### src/rtl/rts_pkg.sv
`default_nettype none

package rts_pkg;

    localparam int DIVIDEND_W = 18;
    localparam int DIVISOR_W  = 10;
    localparam int QUOT_W     = 18;
    localparam int DIV_CNT_W  = $clog2(QUOT_W);

    localparam int WHOLE_NOTE_NUM = 4 * 60 * 1000;
    localparam int DEFAULT_TEMPO  = 63;

    localparam logic [DIVIDEND_W-1:0] WHOLE_NUM     = DIVIDEND_W'(WHOLE_NOTE_NUM);
    localparam logic [DIVIDEND_W-1:0] WHOLE_DEFAULT =
        DIVIDEND_W'(WHOLE_NOTE_NUM / DEFAULT_TEMPO);
    localparam logic [DIVISOR_W-1:0]  TEMPO_DEFAULT = DIVISOR_W'(DEFAULT_TEMPO);
    localparam logic [DIVISOR_W-1:0]  DIVIDER_DEFAULT = DIVISOR_W'(4);
    localparam logic [DIVISOR_W-1:0]  NUMBER_MAX    = DIVISOR_W'(999);
    localparam logic [2:0]            OCTAVE_DEFAULT = 3'd6;
    localparam logic [7:0]            GAP_RESET     = 8'd10;

    localparam logic [7:0] CH_NUL   = 8'h00;
    localparam logic [7:0] CH_COLON = 8'h3A;
    localparam logic [7:0] CH_COMMA = 8'h2C;
    localparam logic [7:0] CH_SHARP = 8'h23;
    localparam logic [7:0] CH_DOT   = 8'h2E;
    localparam logic [7:0] CH_0     = 8'h30;
    localparam logic [7:0] CH_4     = 8'h34;
    localparam logic [7:0] CH_7     = 8'h37;
    localparam logic [7:0] CH_9     = 8'h39;
    localparam logic [7:0] CH_A     = 8'h61;
    localparam logic [7:0] CH_B     = 8'h62;
    localparam logic [7:0] CH_C     = 8'h63;
    localparam logic [7:0] CH_D     = 8'h64;
    localparam logic [7:0] CH_E     = 8'h65;
    localparam logic [7:0] CH_F     = 8'h66;
    localparam logic [7:0] CH_G     = 8'h67;
    localparam logic [7:0] CH_O     = 8'h6F;

    localparam logic [11:0] TONE_TABLE [0:47] = '{
        12'd262,  12'd277,  12'd294,  12'd311,  12'd330,  12'd349,
        12'd370,  12'd392,  12'd415,  12'd440,  12'd466,  12'd494,
        12'd523,  12'd554,  12'd587,  12'd622,  12'd659,  12'd698,
        12'd740,  12'd784,  12'd831,  12'd880,  12'd932,  12'd988,
        12'd1047, 12'd1109, 12'd1175, 12'd1245, 12'd1319, 12'd1397,
        12'd1480, 12'd1568, 12'd1661, 12'd1760, 12'd1865, 12'd1976,
        12'd2093, 12'd2217, 12'd2349, 12'd2489, 12'd2637, 12'd2794,
        12'd2960, 12'd3136, 12'd3322, 12'd3520, 12'd3729, 12'd3951
    };

    typedef struct packed {
        logic                  start;
        logic [DIVIDEND_W-1:0] dividend;
        logic [DIVISOR_W-1:0]  divisor;
    } div_req_t;

    typedef struct packed {
        logic              busy;
        logic              done;
        logic [QUOT_W-1:0] quotient;
    } div_res_t;

    function automatic logic [11:0] tone_of(input logic [5:0] k);
        logic [5:0] kc;
        kc = (k > 6'd47) ? 6'd47 : k;
        return TONE_TABLE[kc];
    endfunction

    function automatic logic [3:0] letter_index(input logic [7:0] c);
        logic [3:0] idx;
        unique case (c)
            CH_C:    idx = 4'd1;
            CH_D:    idx = 4'd3;
            CH_E:    idx = 4'd5;
            CH_F:    idx = 4'd6;
            CH_G:    idx = 4'd8;
            CH_A:    idx = 4'd10;
            CH_B:    idx = 4'd12;
            default: idx = 4'd0;
        endcase
        return idx;
    endfunction

endpackage

`default_nettype wire

### src/rtl/rtttl_tone_sequencer_unit.sv
// Channel   Signals                                    Direction
// input     in_valid/in_ready, text_byte, new_tune      in
// output    out_valid/out_ready, tone_hz, length_ms,    out
//           last_of_run
// config    cfg_valid/cfg_ready, gap_ms                 in
//
// One byte at a time: a header or note byte is parsed in S_PARSE, and the next byte
// is taken only once the sequencer is back in S_IDLE. A byte that ends a tempo or
// closes a note adds one pass of the shared bit-serial divider; a note then emits a tone and a gap result.
// Reset restores the default tune settings and a gap of 10 ms.
// A held output stalls the sequencer only when the next result is due.
`default_nettype none

module rtttl_tone_sequencer_unit
    import rts_pkg::*;
(
    input  wire logic        clk,
    input  wire logic        rst_n,
    input  wire logic        in_valid,
    output logic             in_ready,
    input  wire logic [7:0]  text_byte,
    input  wire logic        new_tune,
    output logic             out_valid,
    input  wire logic        out_ready,
    output logic [11:0]      tone_hz,
    output logic [18:0]      length_ms,
    output logic             last_of_run,
    input  wire logic        cfg_valid,
    output logic             cfg_ready,
    input  wire logic [7:0]  gap_ms
);

    typedef enum logic [6:0] {
        S_IDLE      = 7'b0000001,
        S_SIL       = 7'b0000010,
        S_PARSE     = 7'b0000100,
        S_DIV_TEMPO = 7'b0001000,
        S_DIV_NOTE  = 7'b0010000,
        S_EMIT_NOTE = 7'b0100000,
        S_EMIT_GAP  = 7'b1000000
    } ctrl_t;

    typedef enum logic [15:0] {
        PH_NAME    = 16'h0001,
        PH_D_KEY   = 16'h0002,
        PH_D_EQ    = 16'h0004,
        PH_D_NUM   = 16'h0008,
        PH_O_KEY   = 16'h0010,
        PH_O_EQ    = 16'h0020,
        PH_O_VAL   = 16'h0040,
        PH_O_END   = 16'h0080,
        PH_B_KEY   = 16'h0100,
        PH_B_EQ    = 16'h0200,
        PH_B_NUM   = 16'h0400,
        PH_N_DIV   = 16'h0800,
        PH_N_SHARP = 16'h1000,
        PH_N_DOT   = 16'h2000,
        PH_N_OCT   = 16'h4000,
        PH_N_DOT2  = 16'h8000
    } phase_t;

    ctrl_t                 state_reg, state_next;
    phase_t                phase_reg, phase_next;
    logic [DIVISOR_W-1:0]  def_div_reg, def_div_next;
    logic [2:0]            def_oct_reg, def_oct_next;
    logic [DIVIDEND_W-1:0] whole_reg, whole_next;
    logic [DIVISOR_W-1:0]  acc_reg, acc_next;
    logic [3:0]            idx_reg, idx_next;
    logic [2:0]            oct_reg, oct_next;
    logic                  dot_reg, dot_next;
    logic [7:0]            gap_reg, gap_next;
    logic [7:0]            byte_reg, byte_next;
    logic                  out_valid_reg, out_valid_next;
    logic [11:0]           hz_reg, hz_next;
    logic [18:0]           len_reg, len_next;
    logic                  last_reg, last_next;

    div_req_t              div_req;
    div_res_t              div_res;

    logic                  slot_free;
    logic                  load_out;
    logic                  restart;
    logic                  close;
    logic                  is_digit;
    logic                  is_oct_digit;
    logic                  note_open;
    logic [13:0]           acc_prod;
    logic [DIVISOR_W-1:0]  acc_sat;
    logic [DIVISOR_W-1:0]  note_div;
    logic [DIVISOR_W-1:0]  bpm;
    logic [1:0]            oct_sel;
    logic [5:0]            tone_k;
    logic [11:0]           note_hz;
    logic [18:0]           note_len;

    rts_serial_div u_div (
        .clk   (clk),
        .rst_n (rst_n),
        .req   (div_req),
        .res   (div_res)
    );

    assign in_ready    = (state_reg == S_IDLE);
    assign cfg_ready   = 1'b1;
    assign out_valid   = out_valid_reg;
    assign tone_hz     = hz_reg;
    assign length_ms   = len_reg;
    assign last_of_run = last_reg;

    assign slot_free    = !out_valid_reg || out_ready;
    assign is_digit     = (byte_reg >= CH_0) && (byte_reg <= CH_9);
    assign is_oct_digit = (byte_reg >= CH_4) && (byte_reg <= CH_7);
    assign note_open    = (phase_reg == PH_N_SHARP) || (phase_reg == PH_N_DOT) ||
                          (phase_reg == PH_N_OCT) || (phase_reg == PH_N_DOT2);

    assign acc_prod = {1'b0, acc_reg, 3'b000} + {3'b000, acc_reg, 1'b0} +
                      {10'b0, byte_reg[3:0]};
    assign acc_sat  = (acc_prod > {4'b0, NUMBER_MAX}) ? NUMBER_MAX : acc_prod[DIVISOR_W-1:0];

    always_comb
    begin
        note_div = (acc_reg != '0) ? acc_reg : def_div_reg;
        if (note_div == '0)
        begin
            note_div = DIVIDER_DEFAULT;
        end
    end

    assign bpm      = (acc_reg != '0) ? acc_reg : TEMPO_DEFAULT;
    assign oct_sel  = (oct_reg >= 3'd4) ? oct_reg[1:0] : 2'd2;
    assign tone_k   = 6'({oct_sel, 3'b000}) + 6'({oct_sel, 2'b00}) + {2'b00, idx_reg} - 6'd1;
    assign note_hz  = (idx_reg != '0) ? tone_of(tone_k) : 12'd0;
    assign note_len = {1'b0, div_res.quotient} +
                      (dot_reg ? {2'b00, div_res.quotient[QUOT_W-1:1]} : 19'd0);

    always_comb
    begin
        state_next   = state_reg;
        phase_next   = phase_reg;
        def_div_next = def_div_reg;
        def_oct_next = def_oct_reg;
        whole_next   = whole_reg;
        acc_next     = acc_reg;
        idx_next     = idx_reg;
        oct_next     = oct_reg;
        dot_next     = dot_reg;
        byte_next    = byte_reg;
        gap_next     = cfg_valid ? gap_ms : gap_reg;
        div_req      = '0;
        load_out     = 1'b0;
        hz_next      = hz_reg;
        len_next     = len_reg;
        last_next    = last_reg;
        restart      = 1'b0;
        close        = 1'b0;

        unique case (state_reg)
            S_IDLE:
            begin
                if (in_valid)
                begin
                    byte_next = text_byte;
                    if (new_tune)
                    begin
                        restart    = 1'b1;
                        state_next = S_SIL;
                    end
                    else
                    begin
                        state_next = S_PARSE;
                    end
                end
            end
            S_SIL:
            begin
                if (slot_free)
                begin
                    load_out   = 1'b1;
                    hz_next    = '0;
                    len_next   = '0;
                    last_next  = 1'b1;
                    state_next = S_PARSE;
                end
            end
            S_PARSE:
            begin
                state_next = S_IDLE;
                if (byte_reg == CH_NUL)
                begin
                    if (note_open)
                    begin
                        close = 1'b1;
                    end
                    else
                    begin
                        restart = 1'b1;
                    end
                end
                else
                begin
                    unique case (phase_reg)
                        PH_NAME:
                        begin
                            if (byte_reg == CH_COLON)
                            begin
                                phase_next = PH_D_KEY;
                            end
                        end
                        PH_D_KEY:
                        begin
                            if (byte_reg == CH_D)
                            begin
                                phase_next = PH_D_EQ;
                            end
                            else
                            begin
                                phase_next = PH_O_KEY;
                                state_next = S_PARSE;
                            end
                        end
                        PH_D_EQ:
                        begin
                            acc_next   = '0;
                            phase_next = PH_D_NUM;
                        end
                        PH_D_NUM:
                        begin
                            if (is_digit)
                            begin
                                acc_next = acc_sat;
                            end
                            else
                            begin
                                if (acc_reg != '0)
                                begin
                                    def_div_next = acc_reg;
                                end
                                acc_next   = '0;
                                phase_next = PH_O_KEY;
                            end
                        end
                        PH_O_KEY:
                        begin
                            if (byte_reg == CH_O)
                            begin
                                phase_next = PH_O_EQ;
                            end
                            else
                            begin
                                phase_next = PH_B_KEY;
                                state_next = S_PARSE;
                            end
                        end
                        PH_O_EQ:
                        begin
                            phase_next = PH_O_VAL;
                        end
                        PH_O_VAL:
                        begin
                            if (is_oct_digit)
                            begin
                                def_oct_next = byte_reg[2:0];
                            end
                            phase_next = PH_O_END;
                        end
                        PH_O_END:
                        begin
                            phase_next = PH_B_KEY;
                        end
                        PH_B_KEY:
                        begin
                            if (byte_reg == CH_B)
                            begin
                                phase_next = PH_B_EQ;
                            end
                            else
                            begin
                                whole_next = WHOLE_DEFAULT;
                                acc_next   = '0;
                                phase_next = PH_N_DIV;
                                state_next = S_PARSE;
                            end
                        end
                        PH_B_EQ:
                        begin
                            acc_next   = '0;
                            phase_next = PH_B_NUM;
                        end
                        PH_B_NUM:
                        begin
                            if (is_digit)
                            begin
                                acc_next = acc_sat;
                            end
                            else
                            begin
                                div_req.start    = 1'b1;
                                div_req.dividend = WHOLE_NUM;
                                div_req.divisor  = bpm;
                                acc_next         = '0;
                                phase_next       = PH_N_DIV;
                                state_next       = S_DIV_TEMPO;
                            end
                        end
                        PH_N_DIV:
                        begin
                            if (is_digit)
                            begin
                                acc_next = acc_sat;
                            end
                            else
                            begin
                                idx_next   = letter_index(byte_reg);
                                oct_next   = def_oct_reg;
                                dot_next   = 1'b0;
                                phase_next = PH_N_SHARP;
                            end
                        end
                        PH_N_SHARP:
                        begin
                            phase_next = PH_N_DOT;
                            if (byte_reg == CH_SHARP)
                            begin
                                if (idx_reg != '0)
                                begin
                                    idx_next = idx_reg + 4'd1;
                                end
                            end
                            else
                            begin
                                state_next = S_PARSE;
                            end
                        end
                        PH_N_DOT:
                        begin
                            phase_next = PH_N_OCT;
                            if (byte_reg == CH_DOT)
                            begin
                                dot_next = 1'b1;
                            end
                            else
                            begin
                                state_next = S_PARSE;
                            end
                        end
                        PH_N_OCT:
                        begin
                            if (is_digit)
                            begin
                                oct_next   = is_oct_digit ? byte_reg[2:0] : def_oct_reg;
                                phase_next = PH_N_DOT2;
                            end
                            else
                            begin
                                close = 1'b1;
                            end
                        end
                        PH_N_DOT2:
                        begin
                            if ((byte_reg == CH_DOT) && !dot_reg)
                            begin
                                dot_next = 1'b1;
                            end
                            else
                            begin
                                close = 1'b1;
                            end
                        end
                        default:
                        begin
                            phase_next = PH_NAME;
                        end
                    endcase
                end
                if (close)
                begin
                    div_req.start    = 1'b1;
                    div_req.dividend = whole_reg;
                    div_req.divisor  = note_div;
                    acc_next         = '0;
                    phase_next       = PH_N_DIV;
                    state_next       = S_DIV_NOTE;
                end
            end
            S_DIV_TEMPO:
            begin
                if (div_res.done)
                begin
                    whole_next = div_res.quotient;
                    state_next = S_IDLE;
                end
            end
            S_DIV_NOTE:
            begin
                if (div_res.done)
                begin
                    state_next = S_EMIT_NOTE;
                end
            end
            S_EMIT_NOTE:
            begin
                if (slot_free)
                begin
                    load_out   = 1'b1;
                    hz_next    = note_hz;
                    len_next   = note_len;
                    last_next  = 1'b0;
                    state_next = S_EMIT_GAP;
                end
            end
            S_EMIT_GAP:
            begin
                if (slot_free)
                begin
                    load_out  = 1'b1;
                    hz_next   = '0;
                    len_next  = {11'b0, gap_reg};
                    last_next = 1'b1;
                    priority if (byte_reg == CH_NUL)
                    begin
                        restart    = 1'b1;
                        state_next = S_IDLE;
                    end
                    else if (byte_reg == CH_COMMA)
                    begin
                        state_next = S_IDLE;
                    end
                    else
                    begin
                        state_next = S_PARSE;
                    end
                end
            end
            default:
            begin
                state_next = S_IDLE;
            end
        endcase

        if (restart)
        begin
            phase_next   = PH_NAME;
            def_div_next = DIVIDER_DEFAULT;
            def_oct_next = OCTAVE_DEFAULT;
            whole_next   = WHOLE_DEFAULT;
            acc_next     = '0;
            idx_next     = '0;
            oct_next     = OCTAVE_DEFAULT;
            dot_next     = 1'b0;
        end

        if (load_out)
        begin
            out_valid_next = 1'b1;
        end
        else if (out_ready)
        begin
            out_valid_next = 1'b0;
        end
        else
        begin
            out_valid_next = out_valid_reg;
        end
    end

    always_ff @(posedge clk or negedge rst_n)
    begin
        if (!rst_n)
        begin
            state_reg     <= S_IDLE;
            phase_reg     <= PH_NAME;
            def_div_reg   <= DIVIDER_DEFAULT;
            def_oct_reg   <= OCTAVE_DEFAULT;
            whole_reg     <= WHOLE_DEFAULT;
            acc_reg       <= '0;
            idx_reg       <= '0;
            oct_reg       <= OCTAVE_DEFAULT;
            dot_reg       <= 1'b0;
            gap_reg       <= GAP_RESET;
            out_valid_reg <= 1'b0;
        end
        else
        begin
            state_reg     <= state_next;
            phase_reg     <= phase_next;
            def_div_reg   <= def_div_next;
            def_oct_reg   <= def_oct_next;
            whole_reg     <= whole_next;
            acc_reg       <= acc_next;
            idx_reg       <= idx_next;
            oct_reg       <= oct_next;
            dot_reg       <= dot_next;
            gap_reg       <= gap_next;
            out_valid_reg <= out_valid_next;
        end
    end

    always_ff @(posedge clk)
    begin
        byte_reg <= byte_next;
        hz_reg   <= hz_next;
        len_reg  <= len_next;
        last_reg <= last_next;
    end

`ifndef SYNTHESIS
    a_div_start_from_parse: assert property (@(posedge clk) disable iff (!rst_n)
        div_req.start |-> (state_reg == S_PARSE))
        else $error("divider started outside parse");

    a_accept_div_idle: assert property (@(posedge clk) disable iff (!rst_n)
        (in_valid && in_ready) |-> !div_res.busy)
        else $error("byte transfer while divider busy");

    a_note_then_emit: assert property (@(posedge clk) disable iff (!rst_n)
        ((state_reg == S_DIV_NOTE) && div_res.done) |=> (state_reg == S_EMIT_NOTE))
        else $error("note length lost after divide");

    a_note_not_last: assert property (@(posedge clk) disable iff (!rst_n)
        ((state_reg == S_EMIT_NOTE) && slot_free) |=>
            (out_valid_reg && !last_reg && (state_reg == S_EMIT_GAP)))
        else $error("note result marked last or gap skipped");
`endif

endmodule

`default_nettype wire

### src/rtl/rts_serial_div.sv
`default_nettype none

module rts_serial_div
    import rts_pkg::*;
(
    input  wire logic     clk,
    input  wire logic     rst_n,
    input  wire div_req_t req,
    output div_res_t      res
);

    logic                  busy_reg, busy_next;
    logic                  done_reg, done_next;
    logic [DIV_CNT_W-1:0]  cnt_reg, cnt_next;
    logic [DIVISOR_W-1:0]  rem_reg, rem_next;
    logic [DIVISOR_W-1:0]  dsr_reg, dsr_next;
    logic [QUOT_W-1:0]     quo_reg, quo_next;
    logic [DIVISOR_W:0]    trial;
    logic [DIVISOR_W:0]    diff;
    logic                  fits;

    assign trial = {rem_reg, quo_reg[QUOT_W-1]};
    assign diff  = trial - {1'b0, dsr_reg};
    assign fits  = trial >= {1'b0, dsr_reg};

    always_comb
    begin
        busy_next = busy_reg;
        done_next = 1'b0;
        cnt_next  = cnt_reg;
        rem_next  = rem_reg;
        dsr_next  = dsr_reg;
        quo_next  = quo_reg;
        if (req.start)
        begin
            busy_next = 1'b1;
            cnt_next  = DIV_CNT_W'(QUOT_W - 1);
            rem_next  = '0;
            dsr_next  = req.divisor;
            quo_next  = req.dividend;
        end
        else if (busy_reg)
        begin
            rem_next = fits ? diff[DIVISOR_W-1:0] : trial[DIVISOR_W-1:0];
            quo_next = {quo_reg[QUOT_W-2:0], fits};
            cnt_next = cnt_reg - 1'b1;
            if (cnt_reg == '0)
            begin
                busy_next = 1'b0;
                done_next = 1'b1;
            end
        end
    end

    always_ff @(posedge clk or negedge rst_n)
    begin
        if (!rst_n)
        begin
            busy_reg <= 1'b0;
            done_reg <= 1'b0;
            cnt_reg  <= '0;
        end
        else
        begin
            busy_reg <= busy_next;
            done_reg <= done_next;
            cnt_reg  <= cnt_next;
        end
    end

    always_ff @(posedge clk)
    begin
        rem_reg <= rem_next;
        dsr_reg <= dsr_next;
        quo_reg <= quo_next;
    end

    assign res.busy     = busy_reg;
    assign res.done     = done_reg;
    assign res.quotient = quo_reg;

endmodule

`default_nettype wire

### config.mk
export PLATFORM = sky130hd
export DESIGN_NAME = rtttl_tone_sequencer_unit
export DESIGN_NICKNAME = d
export VERILOG_FILES = /design/src/rtl/rts_pkg.sv /design/src/rtl/rtttl_tone_sequencer_unit.sv /design/src/rtl/rts_serial_div.sv
export SDC_FILE = /design/constraint.sdc
export NUM_CORES = 1
export LEC_CHECK = 0
export BUFFER_PORTS_ARGS = -buffer_cell sky130_fd_sc_hd__buf_2
export CAP_MARGIN = 10
export CORE_ASPECT_RATIO = 1.1
export CORE_UTILIZATION = 63
export CTS_CLUSTER_SIZE = 30
export DETAILED_ROUTE_END_ITERATION = 7
export HOLD_SLACK_MARGIN = 0.12
export PLACE_DENSITY = 0.89
export SKIP_CTS_REPAIR_TIMING = 1
export SLEW_MARGIN = 10
export SYNTH_ARGS = -nofsm -noshare
export SYNTH_HDL_FRONTEND = slang
export SYNTH_HIERARCHICAL = 1
export SYNTH_SLANG_ARGS = --single-unit
### constraint.sdc
create_clock -name clk -period 4.8 [get_ports clk]
set_input_delay 0.24 -clock clk [delete_from_list [all_inputs] [get_ports clk]]
set_output_delay 0.24 -clock clk [all_outputs]
set_load 0.05 [all_outputs]
==> results of run 1 <==
routing by layer:
metal  routed length, um  GRT usage  up-vias  part of all wire
met5                   0          0        -                 0
met4                 775      0.124        0             0.029
met3                1540     0.0429       66             0.058
met2               13100      0.497      356              0.49
met1               11200      0.381     4590              0.42
li1                    -          -     4506                 -
metrics by stage:
step / utilization / std cells / setup WS, ps / hold slack, ps / area, um^2
6_report: 0.717 / 1470 / 522 / 136 / 12400
4_1_cts: 0.707 / 1453 / 532 / -325 / 12200
3_3_place_gp: 0.674 / 1421 / 638 / 134 / 11600
3_5_place_dp: 0.674 / 1421 / 533 / 138 / 11600
2_1_floorplan: - / 1184 / 416 / -55.6 / 11200
5_1_grt: 0.717 / 1470 / 253 / 179 / 12400
tightest hold or removal path, delay by kind of cell:
family	cells	cell delay, ps
and+or+nand+nor	1	70
buffers and inverters	1	90
AOI/OAI and AO/OA	1	130
how the worst max path moves through the flow:
stage / from / end / cells after the start
after global routing: oct_reg[2] / tone_hz[6] / 14
after floorplan: oct_reg[2] / tone_hz[6] / 15
after CTS: oct_reg[2] / tone_hz[6] / 14
after detailed placement: oct_reg[2] / tone_hz[6] / 14
after global placement: oct_reg[2] / tone_hz[2] / 14
final: oct_reg[2] / tone_hz[6] / 14
power groups by stage:
stage	clock network (mW)	logic (mW)	registers (mW)
floorplan	0	1.11	1.81
global placement	0	1.41	1.79
detailed placement	0	1.46	1.79
CTS	1.35	1.47	1.76
global route	1.41	1.65	1.79
finish	1.34	1.49	1.77
cell usage in the layout (no fill, tap or decap), types with 10 or more instances in the layout:
cell and n:
nor2b_1 14, xnor2_1 19, edfxtp_1 68, mux2_2 25, inv_1 50, ha_1 63
a21oi_1 64, nand3_1 29, buf_4 19, xor2_1 16, clkbuf_16 17, dfstp_2 16
nor2_1 111, nand2b_1 15, a22oi_1 23, and2_1 25, nor3_1 29, dlygate4sd3_1 17
dfxtp_1 10, o22ai_1 10, mux2i_1 13, a21o_1 15, buf_2 54, o211ai_1 12
nor4_1 20, dfrtp_1 72, o21ai_0 64, a211oi_1 26, and3_1 15, nand2_1 81
layout make-up:
cell class                      instances  area share
Inverter                               52      0.0158
Clock buffer                           18      0.0347
Multi-Input combinational cell        896       0.507
Timing Repair Buffer                   90      0.0471
Sequential cell                       166       0.361
Tap cell                              234      0.0237
Clock inverter                         14      0.0113
==> results.py, run 1 <==
metrics = {
    "hold_path": {
        "hold_depth": 3,
        "min_to": "state_reg[6]",
        "min-delay-start": "out_ready",
        "hp-class": "in -> reg",
    },
    "timing": {
        "fin_worst_skew_ps": 5.65,
        "max_freq_ghz": 0.234,
        "setup_tns_ps": 0,
        "slew_headroom": 0.261,
        "slew_viol_final": 0,
        "min_period_over_period": 0.891,
        "final-hold-violation-count": 0,
        "rsz0062_at_grt": "no",
        "finalSetupViolCount": 0,
        "min_period_ps": 4280,
        "worst_pin_slew_ps": 1110,
    },
    "power": {
        "p_comb_frac": 0.324,
        "switchingPower_mw": 1.69,
        "switching_share": 0.367,
        "powerDensity_nw_per_um2": 372,
        "power_frac_seq": 0.385,
        "p_total_mw": 4.60,
        "p_leak_nw": 5.21,
        "p_clk_frac": 0.291,
        "internal_power_mw": 2.91,
        "irDropWorstVdd_mv": 0.298,
    },
    "die": {
        "core_region_area_um2": 17300,
        "die_w_um": 129,
        "ios": 57,
        "die_area_um2": 18400,
        "start_util": 0.651,
        "rows": 50,
        "die_y_um": 142,
    },
    "cts": {
        "cts.clk_slew.worst_paths_ps": 70,
        "cts_tree": "done",
        "h-tree-depth": 4,
        "clk_path_buf_depth": 2,
        "clock_latency_ps": 440,
        "clock_sinks": 166,
        "root_buffer": "clkbuf_16",
        "cts_buffers": 17,
    },
    "worst_setup_path": {
        "cp_top_family": "adder cells",
        "reg2reg_to": "tone_hz[6]",
        "cp_slowest_cell": "fa_1",
        "cp_common_cell": "ha_1",
        "cp.arrival_ps": 4440,
        "path_cells": "nand2_1 > ha_1 > inv_1 > fa_1 > ha_1 > a21o_1 > a21oi_1 > xor2_1 > o21ai_0 > inv_1 > ha_1 > mux4_2 > a211oi_1 > nor3_1",
        "critPathRequiredTime_ps": 4960,
        "critPathMaxStageDelay_ps": 600,
        "reg2reg_slack_ps": 520,
        "r2r_start": "oct_reg[2]",
        "end_kind": "register",
        "start_kind": "register",
        "path_class": "reg -> reg",
        "cp.buffers_inverters": 2,
        "crit_fanout": 7,
        "r2r_cells": 14,
    },
    "global_routing": {
        "grt_usage": 0.296,
        "grt_pass1_vias": 8906,
        "grt_max_degree": 70,
        "antenna_found_initial": 0,
        "grt_pass1_wl_um": 43200,
        "grt-ovfl-total": 0,
    },
    "cells_and_area": {
        "drive_above_1_share": 0.156,
        "multiInputGateArea_um2": 6270,
        "seqCellArea_um2": 4460,
        "fillers": 1262,
        "area_growth_pct": 10.1,
        "antenna_cells": 0,
        "final_nets": 1314,
        "largest_register_ffs": 19,
    },
    "placed_design": {
        "portBuffers": 55,
        "dp_hpwl_um": 18400,
        "place.gp.congestion": 0.959,
    },
    "logic_synthesis": {
        "yosys_warnings": 6,
        "postSynthAreaPerCell_um2": 9.50,
        "synth_cells": 1184,
        "synth_nets": 1275,
        "syn_area_um2": 11200,
    },
    "route": {
        "totalWireLength_um": 26600,
        "wl_per_cell_um": 18.1,
        "vias": 9518,
        "firstDrtPassIters": 6,
        "remaining_drc_errors": 0,
        "viasPerCell": 6.47,
        "postRouteAntennaNets": 0,
        "drt_iter0_drc": 790,
    },
    "job": {
        "cap_viol_max_count": 0,
    },
    "run_status": {
        "outcome": "finished, final reports clean",
    },
}
Note: power is estimated with default switching activity, not from simulation.
==> inputs of run 2 (changes only) <==
Settings changed: CORE_UTILIZATION 63 to 36, PLACE_DENSITY 0.89 to 0.59.
==> run 2 against run 1 <==
Effect of this change: first-iteration DRC count increased by 3.8%; worst hold slack improved by 1.2 ps; cell count increased by 13%; sequential cell count unchanged; global-route usage decreased by 12 points; combinational power about the same; clock-buffer cell count increased by 1; via count decreased by 3.0%; die area increased by 74%; critical endpoint unchanged; highest routed layer unchanged; non-clock buffer count increased by 7.
==> results.py, run 2 (synthesis gave the netlist of run 1 again) <==
metrics = {
    "run_status": {
        "outcome": "finished, final reports clean",
    },
    "cells_and_area": {
        "final_nets": 1321,
        "fin_cells": 1657,
        "area_growth_pct": 12.9,
        "fillers": 3004,
        "layout_commonest_cell": "nor2_1",
        "final_util": 0.415,
        "largest_register_ffs": 19,
        "seqCellArea_um2": 4460,
        "layout_common_cells": "nor2_1, nand2_1, dfrtp_1",
        "antenna_cells": 0,
        "multiInputGateArea_um2": 6280,
        "final_cell_area_um2": 12700,
        "drive_above_1_share": 0.163,
    },
    "placed_design": {
        "placed_area_um2": 11900,
        "dp.cells": 1608,
        "portBuffers": 55,
        "dp_hpwl_um": 20000,
        "place.gp.congestion": 0.892,
        "pre_cts_ws_ps": 407,
    },
    "timing": {
        "slew_headroom": 0.367,
        "min_period_over_period": 0.886,
        "slew_viol_final": 0,
        "final-hold-violation-count": 0,
        "fin_ws_ps": 548,
        "worst_pin_slew_ps": 949,
        "fin_worst_skew_ps": 7.97,
        "finalSetupViolCount": 0,
        "rsz0062_at_grt": "no",
        "min_period_ps": 4250,
        "setup_tns_ps": 0,
        "finalHoldWorstSlack_ps": 138,
        "max_freq_ghz": 0.235,
    },
    "cts": {
        "h-tree-depth": 4,
        "clock_latency_ps": 440,
        "cts.clk_slew.worst_paths_ps": 70,
        "root_buffer": "clkbuf_16",
        "cts_tree": "done",
        "cts_buffers": 17,
        "clock_sinks": 166,
        "clk_path_buf_depth": 2,
    },
    "route": {
        "postRouteAntennaNets": 0,
        "firstDrtPassIters": 6,
        "viasPerCell": 5.57,
        "drt_iter0_drc": 820,
        "wl_per_cell_um": 16.7,
        "totalWireLength_um": 27600,
        "vias": 9234,
        "remaining_drc_errors": 0,
    },
    "die": {
        "start_util": 0.367,
        "die_w_um": 171,
        "ios": 57,
        "rows": 67,
        "die_area_um2": 31900,
        "core_region_area_um2": 30600,
        "die_y_um": 187,
    },
    "worst_setup_path": {
        "cp_slowest_cell": "fa_1",
        "r2r_start": "oct_reg[2]",
        "path_cells": "nand2_1 > ha_1 > inv_1 > fa_1 > ha_1 > a21o_1 > a21oi_1 > xor2_2 > o21ai_1 > inv_1 > ha_1 > mux4_2 > a211oi_1 > nor3_1",
        "cp_common_cell": "ha_1",
        "r2r_cells": 14,
        "reg2reg_to": "tone_hz[6]",
        "reg2reg_slack_ps": 550,
        "end_kind": "register",
        "crit_fanout": 7,
        "critPathRequiredTime_ps": 4970,
        "cp.arrival_ps": 4420,
        "critPathMaxStageDelay_ps": 600,
        "start_kind": "register",
        "cp_top_family": "adder cells",
        "cp.buffers_inverters": 2,
        "path_class": "reg -> reg",
    },
    "hold_path": {
        "min-delay-start": "out_ready",
        "min_to": "state_reg[6]",
        "hp-class": "in -> reg",
        "hold_depth": 4,
    },
    "global_routing": {
        "antenna_found_initial": 0,
        "grt_pass1_wl_um": 46400,
        "grt_pass1_vias": 8958,
        "grt_usage": 0.180,
        "grt-ovfl-total": 0,
        "grt_max_degree": 55,
    },
    "power": {
        "powerDensity_nw_per_um2": 368,
        "p_leak_nw": 5.27,
        "irDropWorstVdd_mv": 0.215,
        "p_total_mw": 4.67,
    },
    "job": {
        "cap_viol_max_count": 0,
    },
}
-- run 2: changes by cell type in the layout (fill, tap and decap cells not counted), sizes merged --
cell / change
buf: +7
bufinv: -1
clkinv: -3
clkinvlp: -1
clkbuf: +1
inv: +4
-- run 2: area by class of cell --
cell class / instances / area share
Multi-Input combinational cell: 896 / 0.495
Sequential cell: 166 / 0.352
Timing Repair Buffer: 97 / 0.0501
Tap cell: 414 / 0.0408
Clock buffer: 19 / 0.0374
Inverter: 52 / 0.0154
Clock inverter: 13 / 0.00966
-- run 2: worst max path at each step --
stage | endpoint | from | cells past startpoint
3_5_place_dp | tone_hz[3] | oct_reg[2] | 17
4_1_cts | tone_hz[3] | oct_reg[2] | 17
3_3_place_gp | tone_hz[3] | oct_reg[2] | 17
5_1_grt | tone_hz[3] | oct_reg[2] | 16
2_1_floorplan | tone_hz[6] | oct_reg[2] | 15
6_report | tone_hz[6] | oct_reg[2] | 14
-- run 2: worst register-to-register path, stage by stage, from the launching register on --
cell and delay, ps:
dfstp_2 540, nand2_1 80, ha_1 280, inv_1 50, fa_1 600, ha_1 250, a21o_1 160, a21oi_1 290
xor2_2 160, o21ai_1 320, inv_1 120, ha_1 310, mux4_2 480, a211oi_1 260, nor3_1 80
-- run 2: power by group --
part | leakage, nW | internal [mW] | switching (mW)
sequential | 1.87 | 1.61 | 0.161
combinational | 3.10 | 0.586 | 0.915
clock | 0.297 | 0.750 | 0.647
total | 5.27 | 2.95 | 1.72
-- run 2: per-layer routing --
metal | routed length [um] | vias up | GRT usage
li1 | - | 4527 | -
met1 | 12800 | 4494 | 0.235
met2 | 13600 | 180 | 0.304
met3 | 699 | 33 | 0.0243
met4 | 552 | 0 | 0.0634
met5 | 0 | - | 0
